## src/rtl/core/hps_pkg.sv

```systemverilog
// Shared types and constants for the host/port address splitter.
`timescale 1ns / 1ps

package hps_pkg;

  localparam int MAX_LEN = 256;
  localparam int POS_W   = $clog2(MAX_LEN + 1);
  localparam int HLEN_W  = 9;
  localparam int PORT_W  = 16;
  localparam int ACC_W   = 17;
  localparam int CNT_W   = 3;

  localparam logic [ACC_W-1:0] PORT_MAX   = ACC_W'(65535);
  localparam logic [CNT_W-1:0] PORT_DIGITS = CNT_W'(5);

  localparam logic [7:0] CH_LBRACKET = 8'h5B;
  localparam logic [7:0] CH_RBRACKET = 8'h5D;
  localparam logic [7:0] CH_COLON    = 8'h3A;
  localparam logic [7:0] CH_ZERO     = 8'h30;
  localparam logic [7:0] CH_NINE     = 8'h39;

  typedef enum logic [2:0] {
    MODE_START    = 3'd0,
    MODE_BR_HOST  = 3'd1,
    MODE_BR_AFTER = 3'd2,
    MODE_BR_PORT  = 3'd3,
    MODE_BR_JUNK  = 3'd4,
    MODE_PL_HOST  = 3'd5,
    MODE_PL_PORT  = 3'd6,
    MODE_PL_MULTI = 3'd7
  } mode_t;

  typedef struct packed {
    logic [7:0] char_code;
    logic       is_last;
    logic       empty_marker;
  } char_item_t;

  typedef struct packed {
    logic              valid_res;
    logic              host_offset;
    logic [HLEN_W-1:0] host_length;
    logic              port_given;
    logic [PORT_W-1:0] port_value;
  } res_item_t;

endpackage

```

## src/rtl/core/host_port_splitter_top.sv

```systemverilog
// Top level of the host/port address splitter: handshakes and result buffering.
`timescale 1ns / 1ps

// Takes one address character per cycle while char_ready is high and produces one
// result item per string, on the item marked last or on an empty-string item. The
// parse state updates on each accepted character; the result is registered into the
// output register, or into the skid entry while the output register is held. A result
// register plus one skid entry sit on the output, so char_ready drops only when two
// results are waiting to be taken. Strings longer than MAX_LEN characters are
// rejected; host and port fields read as zero on a rejected address.
module host_port_splitter_top
  import hps_pkg::*;
(
  input  logic       clk,
  input  logic       rst,
  input  logic       char_valid,
  output logic       char_ready,
  input  char_item_t char_item,
  output logic       res_valid,
  input  logic       res_ready,
  output res_item_t  res_item
);

  logic      take;
  logic      new_fire;
  res_item_t new_res;
  logic      skid_valid;
  res_item_t skid;

  assign char_ready = !skid_valid;
  assign take       = char_valid && char_ready;

  hps_parser u_parser (
    .clk      (clk),
    .rst      (rst),
    .take     (take),
    .item     (char_item),
    .res_fire (new_fire),
    .res      (new_res)
  );

  always_ff @(posedge clk) begin
    if (rst) begin
      res_valid  <= 1'b0;
      skid_valid <= 1'b0;
    end else if (!res_valid || res_ready) begin
      // output slot frees: drain skid first, then the fresh item
      if (skid_valid) begin
        res_valid  <= 1'b1;
        skid_valid <= 1'b0;
      end else begin
        res_valid <= new_fire;
      end
    end else if (new_fire) begin
      skid_valid <= 1'b1;
    end
  end

  always_ff @(posedge clk) begin
    if (!res_valid || res_ready) begin
      res_item <= skid_valid ? skid : new_res;
    end else if (new_fire) begin
      skid <= new_res;
    end
  end

endmodule

```

## src/rtl/core/hps_parser.sv

```systemverilog
// Per-character parse state and end-of-string result evaluation.
`timescale 1ns / 1ps

module hps_parser
  import hps_pkg::*;
(
  input  logic       clk,
  input  logic       rst,
  input  logic       take,
  input  char_item_t item,
  output logic       res_fire,
  output res_item_t  res
);

  mode_t             mode, mode_next;
  logic [POS_W-1:0]  char_pos, char_pos_next;
  logic [POS_W-1:0]  colon_pos, colon_pos_next;
  logic [POS_W-1:0]  close_pos, close_pos_next;
  logic [ACC_W-1:0]  port_acc, port_acc_next;
  logic [CNT_W-1:0]  port_cnt, port_cnt_next;
  logic              port_bad, port_bad_next;
  logic              len_ovf, len_ovf_next;

  logic              is_digit;
  logic              take_port;
  logic              port_ok;
  logic [7:0]        c;

  assign c        = item.char_code;
  assign is_digit = c inside {[CH_ZERO:CH_NINE]};

  // next mode
  always_comb begin
    mode_next = mode;
    case (mode)
      MODE_START: begin
        if (c == CH_COLON) begin
          mode_next = MODE_PL_PORT;
        end else if (c == CH_LBRACKET) begin
          mode_next = MODE_BR_HOST;
        end else begin
          mode_next = MODE_PL_HOST;
        end
      end
      MODE_BR_HOST: begin
        if (c == CH_RBRACKET) mode_next = MODE_BR_AFTER;
      end
      MODE_BR_AFTER: begin
        mode_next = (c == CH_COLON) ? MODE_BR_PORT : MODE_BR_JUNK;
      end
      MODE_PL_HOST: begin
        if (c == CH_COLON) mode_next = MODE_PL_PORT;
      end
      MODE_PL_PORT: begin
        if (c == CH_COLON) mode_next = MODE_PL_MULTI;
      end
      default: mode_next = mode;
    endcase
  end

  // position, colon, bracket and port datapath
  always_comb begin
    len_ovf_next   = len_ovf;
    char_pos_next  = char_pos;
    colon_pos_next = colon_pos;
    close_pos_next = close_pos;
    port_acc_next  = port_acc;
    port_cnt_next  = port_cnt;
    port_bad_next  = port_bad;

    if (char_pos >= POS_W'(MAX_LEN)) begin
      len_ovf_next = 1'b1;
    end else begin
      char_pos_next = char_pos + POS_W'(1);
    end

    if ((mode == MODE_START || mode == MODE_PL_HOST) && c == CH_COLON) begin
      colon_pos_next = char_pos;
    end
    if (mode == MODE_BR_HOST && c == CH_RBRACKET) begin
      close_pos_next = char_pos;
    end

    take_port = (mode == MODE_BR_PORT) || (mode == MODE_PL_PORT && c != CH_COLON);
    if (take_port) begin
      if (!is_digit || port_cnt >= PORT_DIGITS) begin
        port_bad_next = 1'b1;
      end else begin
        port_acc_next = (port_acc << 3) + (port_acc << 1) + ACC_W'(c - CH_ZERO);
        port_cnt_next = port_cnt + CNT_W'(1);
      end
    end
  end

  // result from the updated state
  always_comb begin
    port_ok = !port_bad_next && port_cnt_next != '0 &&
              port_acc_next != '0 && port_acc_next <= PORT_MAX;
    res = '0;
    if (!item.empty_marker && !len_ovf_next) begin
      case (mode_next)
        MODE_BR_AFTER, MODE_BR_PORT: begin
          if (close_pos_next >= POS_W'(2)) begin
            if (mode_next == MODE_BR_AFTER || port_ok) begin
              res.valid_res   = 1'b1;
              res.host_offset = 1'b1;
              res.host_length = HLEN_W'(close_pos_next - POS_W'(1));
              if (mode_next == MODE_BR_PORT) begin
                res.port_given = 1'b1;
                res.port_value = port_acc_next[PORT_W-1:0];
              end
            end
          end
        end
        MODE_PL_HOST, MODE_PL_MULTI: begin
          res.valid_res   = 1'b1;
          res.host_length = HLEN_W'(char_pos_next);
        end
        MODE_PL_PORT: begin
          if (colon_pos_next != '0 && port_ok) begin
            res.valid_res   = 1'b1;
            res.host_length = HLEN_W'(colon_pos_next);
            res.port_given  = 1'b1;
            res.port_value  = port_acc_next[PORT_W-1:0];
          end
        end
        default: res = '0;
      endcase
    end
  end

  assign res_fire = take && (item.is_last || item.empty_marker);

  always_ff @(posedge clk) begin
    if (rst || res_fire) begin
      mode      <= MODE_START;
      char_pos  <= '0;
      colon_pos <= '0;
      close_pos <= '0;
      port_acc  <= '0;
      port_cnt  <= '0;
      port_bad  <= 1'b0;
      len_ovf   <= 1'b0;
    end else if (take) begin
      mode      <= mode_next;
      char_pos  <= char_pos_next;
      colon_pos <= colon_pos_next;
      close_pos <= close_pos_next;
      port_acc  <= port_acc_next;
      port_cnt  <= port_cnt_next;
      port_bad  <= port_bad_next;
      len_ovf   <= len_ovf_next;
    end
  end

endmodule

```

## config.mk

```make
export PLATFORM = sky130hd
export DESIGN_NAME = host_port_splitter_top
export DESIGN_NICKNAME = d
export VERILOG_FILES = /design/src/rtl/core/hps_pkg.sv /design/src/rtl/core/host_port_splitter_top.sv /design/src/rtl/core/hps_parser.sv
export SDC_FILE = /design/constraint.sdc
export NUM_CORES = 1
export LEC_CHECK = 0
export ABC_AREA = 1
export BUFFER_PORTS_ARGS = -buffer_cell sky130_fd_sc_hd__buf_2
export CAP_MARGIN = 10
export CORE_MARGIN = 1
export CORE_UTILIZATION = 57
export CTS_CLUSTER_DIAMETER = 30
export DETAILED_ROUTE_END_ITERATION = 6
export GPL_ROUTABILITY_DRIVEN = 0
export PLACE_DENSITY_LB_ADDON = 0.05
export SLEW_MARGIN = 20
export SYNTH_ARGS = -nofsm -noshare
export SYNTH_HDL_FRONTEND = slang
export SYNTH_HIERARCHICAL = 1
export SYNTH_SLANG_ARGS = --single-unit
```

## constraint.sdc

```tcl
create_clock -name clk -period 6.6 [get_ports clk]
set_clock_uncertainty 0.2 [all_clocks]
set_input_delay 1.32 -clock clk [delete_from_list [all_inputs] [get_ports clk]]
set_output_delay 1.32 -clock clk [all_outputs]
set_load 0.03 [all_outputs]
```

== Word level (Yosys, flattened, before mapping) ==
Index checks and enable logic that the tools add are counted.
Word-level totals
  flip-flop bits (word level): 110
  bits of input ports: 14
  word-level logic and storage cells: 108
Operators by class
  add/subtract/negate cells: 6
  magnitude comparators: 6
  equal/unequal tests: 14
  multiplexer cells: 29
  bitwise gates (word level): 1
  reductions and logical operators: 32
Operators by type and width (number)
  2-to-1 mux 28 bit: 4
  2-to-1 mux 17 bit: 3
  adder 17 bit: 2
  one-hot mux 17 bit (2 select lines): 1
  2-to-1 mux 9 bit: 3
  one-hot mux 9 bit (3 select lines): 1
  2-to-1 mux 26 bit: 1
  2-to-1 mux 3 bit: 8
  <= comparator 17 x 16 -> 1 bit (second input constant): 1
  nonzero test 17 bit: 1
  == test 8 x 7 -> 1 bit (second input constant): 2
  == test 3 bit (second input constant): 5
  one-hot mux 3 bit (5 select lines): 1
  == test 3 x 2 -> 1 bit (second input constant): 4
  logical AND 1 bit: 11
  adder 9 x 1 -> 9 bit (second input constant): 1
  greater-or-equal comparator 9 x 2 -> 1 bit (second input constant): 1
  greater-or-equal comparator 9 bit (second input constant): 1
  nonzero test 9 bit: 1
  subtractor 8 x 6 -> 9 bit (second input constant): 1
  subtractor 9 x 1 -> 9 bit (second input constant): 1
  == test 8 x 6 -> 1 bit (second input constant): 1
  greater-or-equal comparator 8 x 6 -> 1 bit (second input constant): 1
  <= comparator 8 x 6 -> 1 bit (second input constant): 1
  other kinds (13): 31

== Longest topological paths before layout ==
Gate-level depths: netlist (run 1).
  depth in word-level cells: 16
  gate-level depth with buffers: 26
  mapped depth without buffers: 25

== Hierarchy ==
The synthesis (run 1) kept the hierarchy.
Modules (own cells, without submodules)
  hps_parser: instances 1, cells an instance 809, area an instance 5236.3 sq um, seq. area each 1041.0 sq um
  host_port_splitter_top: instances 1, cells an instance 161, area an instance 2123.3 sq um, seq. area each 1721.7 sq um

== Worst setup path before layout (run 1) ==
No wires, ideal clock.
  path type: in2reg
  from: input port char_item[6] (netlist bit)
  to: register res_item[17] (netlist bit), data pin
  setup time: 253 ps
  data arrival time: 4559 ps
  data required time: 6147 ps
  path slack: 1588 ps
  cell stages on the path: 21
  path buffers: 1
  cells stage by stage: ha_1 -> nor2_1 -> fa_1 -> ha_1 -> a21oi_1 -> o21ai_0 -> inv_1 -> nand3_1 -> nand2_1 -> nand3_1 -> nand2_2 -> nand2_1 -> nor2_1 -> nand3_2 -> buf_4 -> nand2_4 -> nand2_8 -> nand3_2 -> a21oi_2 -> nand2_1 -> nand2_1
RTL lines
  start, declared: RTL line host_port_splitter_top.sv:18  | input char_item_t char_item,
  end signal, assigned: RTL line host_port_splitter_top.sv:61  | res_item <= skid_valid ? skid : new_res;
  end, declared: RTL line host_port_splitter_top.sv:21  | output res_item_t res_item

==> results.toml, run 1 <==
[power_and_ir_drop]
p_seq_frac = 0.468
combPwrFrac = 0.224
cellInternalPower_mw = 1.12
clock_power_share = 0.308
p_per_area_mw_per_mm2 = 207
p_sw_uw = 519
ir_drop_uv = 121
p_sw_frac = 0.317
p_leak_nw = 4.00

[drt]
drt-pass1-iter-count = 5
wl_per_cell_um = 13.4
vias = 5994
via_per_inst = 5.10
antenna_left = 0
drc = 0
drt-total-wl_mm = 15.8
drtIter0Drc = 483

[setup_path]
r2r_start = "u_parser/port_acc[0]$_SDFFE_PP0P_"
crit_path_end_kind = "flip-flop"
cp.arrival_ps = 5030
cp-startpoint = "char_item[6]"
critical_path_class = "in2reg"
crit_path_start_kind = "input port"
critPathMaxFanout = 17
ff2ff_path_depth = 21
cp.required_ps = 6510

[timing]
hold_viol = 0
maxSlewHeadroom = 0.426
fmax_mhz = 195
fin_tns_setup_ps = 0
hold-worst-slack_ps = 289
fin_crit_sh = 0.776
slew_violations = 0
rsz0062_at_grt = "no"
setup_viol = 0
fin_crit_ps = 5120
worst_pin_slew_ps = 856

[floorplanning]
die_w_um = 116
coreArea_mm2 = 0.0126
rows = 41
fp.dieH_um = 116
die_area_mm2 = 0.0134
pin_count = 44
start_util = 0.583

[global_routing]
grt_usage = 0.257
grt-ovfl-total = 0
grt_pass1_vias = 5475
grt_max_degree = 69
antenna_found_initial = 0
grt_first_pass_wirelength_mm = 26.6

[clock_network]
numCtsBuffers = 9
clock-sinks = 110
clkTransAtPathRegs_ps = 70
post_cts_buffers = 0
holdBufCountCts = 0
tritoncts = "built"
ctsResizeCount = 0
clockRootBuffer = "clkbuf_16"
clockBufferDepth = 2
h-tree-depth = 3
worstSkewPairLatency_ps = 350

[synthesis]
yosysWarnings = 6
ys_seq_area_frac = 0.375
synth_fp_nets = 1026
synthAdderAreaFrac = 0.0857
syn-cell-area_mm2 = 0.00736
synthArstFlopShare = 0
ys.flop_type = "edfxtp_1"
synth_mux_area_frac = 0.00136
netlist_instances = 970
yosys.area_share.xor_xnor = 0.0226
synth_edf_count = 56
synth-simple-area-share = 0.310
synth_top_family_by_area = "simple AND/OR/NAND/NOR gates"
ys_ff_latch = 110
ys_types = 45
synth_compound_area_frac = 0.102
syn_avg_cell_area_um2 = 7.59

[placement]
place_hpwl_mm = 11.7
io_buffers = 43

[cells_and_area]
layout_commonest_cell = "nand2_1"
diodes = 0
final_cell_mix = "nand2_1 (275), inv_1 (139), nor2_1 (76)"
drive_above_1_share = 0.140
nets = 1055
area_delta_synth_final_pct = 7.75
n_fill_cell = 1166

[hold_path]
hold_start = "u_parser/len_ovf$_SDFFE_PP0P_"
hp-class = "reg2reg"
holdPathStages = 2

[job]
max-cap-violations = 0

[outcome]
status = "complete, no violations"
[power groups by stage]
stage               logic [mW]  clock network, mW  registers (mW)
CTS                      0.367              0.520           0.766
global placement         0.362                  0           0.782
finish                   0.367              0.505           0.766
global route             0.417              0.545           0.771
detailed placement       0.366                  0           0.782
floorplan                0.256                  0           0.807
[state kept, by name, summed over array words and instances, names as in the netlist]
signal              flops
res_item               28
res_valid               1
skid                   28
skid_valid              1
u_parser/char_pos       9
u_parser/close_pos      9
u_parser/colon_pos      9
u_parser/len_ovf        1
u_parser/mode           3
u_parser/port_acc      17
u_parser/port_bad       1
u_parser/port_cnt       3
[layout make-up]
class / count / area (um2) / area share
multi-input cells: 678 / 3850 / 0.485
flip-flops and latches: 110 / 2760 / 0.348
inverters: 150 / 563 / 0.0710
repair buffers: 50 / 268 / 0.0338
clock buffers: 9 / 225 / 0.0284
well taps: 172 / 215 / 0.0271
clock inverters: 7 / 48.8 / 0.00615
[per-stage QoR]
stage	worst slack (ps)	std cells	area [um2]	total power, mW	util
after floorplan	1590	970	7360	1.06	-
after global placement	1280	1160	7660	1.14	0.607
after detailed placement	1160	1160	7660	1.15	0.607
after CTS	1510	1176	7930	1.65	0.628
after global routing	1150	1176	7930	1.73	0.628
final	1480	1176	7930	1.64	0.628
[synth_stat cells, types with 2 or more instances]
cell type / n / area [um2]
or2_1: 5 / 31.3
ha_1: 28 / 350
o21ai_0: 47 / 235
buf_4: 2 / 15.0
inv_2: 10 / 37.5
nor3_1: 8 / 40.0
clkbuf_1: 15 / 56.3
xnor2_1: 4 / 35.0
nand3_2: 12 / 120
nand3_1: 46 / 230
nor2_4: 13 / 146
a21oi_1: 36 / 180
nand2_8: 2 / 40.0
nand3b_1: 4 / 30.0
a21oi_2: 10 / 87.6
nand2_4: 3 / 33.8
nand2_1: 275 / 1030
fa_1: 14 / 280
nor2_1: 79 / 297
nand2_2: 14 / 87.6
dfxtp_1: 54 / 1080
inv_1: 139 / 522
buf_6: 5 / 56.3
buf_2: 5 / 25.0
o21ai_1: 16 / 80.1
or2_2: 2 / 12.5
buf_1: 3 / 11.3
edfxtp_1: 56 / 1680
o211ai_1: 15 / 113
nor2_2: 3 / 18.8
nand4_1: 15 / 93.8
xor2_1: 15 / 131
a211oi_1: 3 / 22.5
[routing by layer]
layer / routed length (um) / global-route usage
met5: 0 / 0
met4: 253 / 0.0880
met3: 559 / 0.0324
met2: 6690 / 0.391
met1: 8300 / 0.378
[worst paths after layout]
| path | slack (ps) | endpoint |
|---|---|---|
| worst max-delay path | 1480 | res_item[4]$_DFFE_PP_ |
| worst min-delay path | 290 | u_parser/len_ovf$_SDFFE_PP0P_ |
| worst max register to register | 2420 | res_item[4]$_DFFE_PP_ |
| worst min register to register | 290 | u_parser/len_ovf$_SDFFE_PP0P_ |
[kinds of logic (layout without fill, tap and decap cells)]
kind of cell               Yosys count  count (layout)
and+or+nand+nor                    486             486
buffers and inverters              182             216
AOI/OAI and AO/OA                  130             130
DFF                                110             110
adders and majority gates           42              42
xor gates and xnor gates            19              19
muxes                                1               1
[critical path, cell delays in order]
cell and delay (ps):
buf_2 120, ha_1 260, nor2_1 130, buf_4 220, fa_1 440, ha_1 360
a21oi_1 320, nand2_1 100, nand2_1 100, nand3_1 80, nand2_1 60, nand3_1 60
nand2_1 210, nand2_1 80, nor2_1 120, nand3_2 230, nand3_1 190, nand2_2 80
nand2_4 290, nor2_1 120, nand2_1 90, nand2_1 50
Note: power is estimated with default switching activity, not from simulation.
==> run 2, diff against run 1 <==
==> constraint.sdc (replaced) <==
create_clock -name clk -period 5.2 [get_ports clk]
set_clock_uncertainty 0.2 [all_clocks]
set_input_delay 1.04 -clock clk [delete_from_list [all_inputs] [get_ports clk]]
set_output_delay 1.04 -clock clk [all_outputs]
set_load 0.03 [all_outputs]
==> results.toml, run 2 (synthesis gave the netlist of run 1 again) <==
[timing]
maxSlewHeadroom = 0.240
fin_tns_setup_ps = 0
hold-worst-slack_ps = 283
fin_crit_ps = 4620
setup_viol = 0
hold_viol = 0
fin_crit_sh = 0.888
fmax_mhz = 217
finalWorstSetupSlack_ps = 582
rsz0062_at_grt = "no"
worst_pin_slew_ps = 1140
slew_violations = 0

[cells_and_area]
drive_above_1_share = 0.143
n_fill_cell = 1168
layout_commonest_cell = "nand2_1"
diodes = 0
seq_area_mm2 = 0.00276
final_cell_mix = "nand2_1 (275), inv_1 (139), nor2_1 (76)"
area_delta_synth_final_pct = 8.04
nets = 1057
final_util = 0.630
finalInstanceArea_mm2 = 0.00795
reg_top3 = "res_item x28, skid x28, u_parser/port_acc x17"
multi_input_area_mm2 = 0.00385

[drt]
vias = 6011
drt-total-wl_mm = 15.4
via_per_inst = 5.10
drc = 0
drt-pass1-iter-count = 5
drtIter0Drc = 477
wl_per_cell_um = 13.1
antenna_left = 0

[setup_path]
critPathMaxFanout = 17
cp.required_ps = 5110
crit_path_end_kind = "flip-flop"
cp.arrival_ps = 4530
crit_path_start_kind = "input port"
critical_path_class = "in2reg"

[global_routing]
grt_max_degree = 67
grt_pass1_vias = 5420
grt_usage = 0.252
grt_first_pass_wirelength_mm = 26.5
grt-ovfl-total = 0
antenna_found_initial = 0

[clock_network]
numCtsBuffers = 9
clockRootBuffer = "clkbuf_16"
clkTransAtPathRegs_ps = 70
worstSkewPairLatency_ps = 350
clock-sinks = 110
tritoncts = "built"
holdBufCountCts = 0
h-tree-depth = 3
clockBufferDepth = 2
post_cts_buffers = 0
ctsResizeCount = 0

[floorplanning]
fp.dieH_um = 116
pin_count = 44
rows = 41
start_util = 0.583
die_area_mm2 = 0.0134
coreArea_mm2 = 0.0126
die_w_um = 116

[power_and_ir_drop]
p_per_area_mw_per_mm2 = 264
p_leak_nw = 4.01
ir_drop_uv = 141

[hold_path]
hp-class = "reg2reg"

[placement]
dpl-instance-area_mm2 = 0.00767
place_hpwl_mm = 11.5
io_buffers = 43
place_ws_ps = 235

[job]
max-cap-violations = 0

[outcome]
status = "complete, no violations"
-- run 2: cell count changes in the layout (fill, tap and decap cells not counted) --
| cell | previous run | this run |
|---|---|---|
| clkinvlp_4 | 1 | 0 |
| clkinvlp_2 | 0 | 1 |
| buf_4 | 7 | 9 |
| inv_6 | 1 | 3 |
| clkinv_1 | 3 | 1 |
| clkbuf_1 | 0 | 1 |
| clkinv_2 | 1 | 0 |
-- run 2: final timing paths --
kind,startpoint,endpoint,slack [ps],depth (start not counted)
setup / recovery,char_item[6],res_item[1]$_DFFE_PP_,580,24
hold / removal,u_parser/close_pos[5]$_SDFFE_PP0P_,u_parser/close_pos[5]$_SDFFE_PP0P_,280,2
hold reg to reg,u_parser/close_pos[5]$_SDFFE_PP0P_,u_parser/close_pos[5]$_SDFFE_PP0P_,280,2
setup reg to reg,u_parser/mode[1]$_SDFFE_PP0P_,res_item[1]$_DFFE_PP_,1160,19
-- run 2: per-stage QoR --
step	instances	power, mW
3_5_place_dp	1162	1.46
3_3_place_gp	1162	1.46
5_1_grt	1178	2.22
4_1_cts	1178	2.12
2_1_floorplan	970	1.35
6_report	1178	2.10
-- run 2: final cells by class --
cell class	count	area share
clock buffer	10	0.0288
clock inverter	6	0.00645
inverter	150	0.0708
multi-input combinational	678	0.484
sequential	110	0.347
tap	172	0.0271
timing repair buffer	52	0.0356
-- run 2: power breakdown --
part,leakage (nW),switching [mW],total (mW),internal (mW)
clock,0.136,0.325,0.659,0.334
sequential,1.08,0.0254,0.973,0.948
combinational,2.80,0.323,0.470,0.147
-- run 2: layer usage --
| layer | GRT usage | share of wire | vias to the layer above | routed length [um] |
|---|---|---|---|---|
| met2 | 0.383 | 0.42 | 141 | 6440 |
| met1 | 0.377 | 0.53 | 2691 | 8130 |
| met4 | 0.0735 | 0.011 | 0 | 172 |
| met5 | 0 | 0 | - | 0 |
| met3 | 0.0282 | 0.045 | 11 | 696 |
| li1 | - | - | 3168 | - |
-- run 2: critical path, stage by stage --
cell and delay, ps:
buf_2 120, ha_1 260, nor2_1 130, buf_4 220
fa_1 470, ha_1 370, nand2_1 110, nor2_1 160
and2_1 140, nand2_1 60, nand2_1 70, nand2_1 40
nand2_1 60, nand2_1 60, nand2_1 160, nand2_1 70
nor2_1 110, nand3_2 100, nand3_1 120, nand2_2 80
nand2_4 290, nor2_1 130, nand2_1 100, nand2_1 60
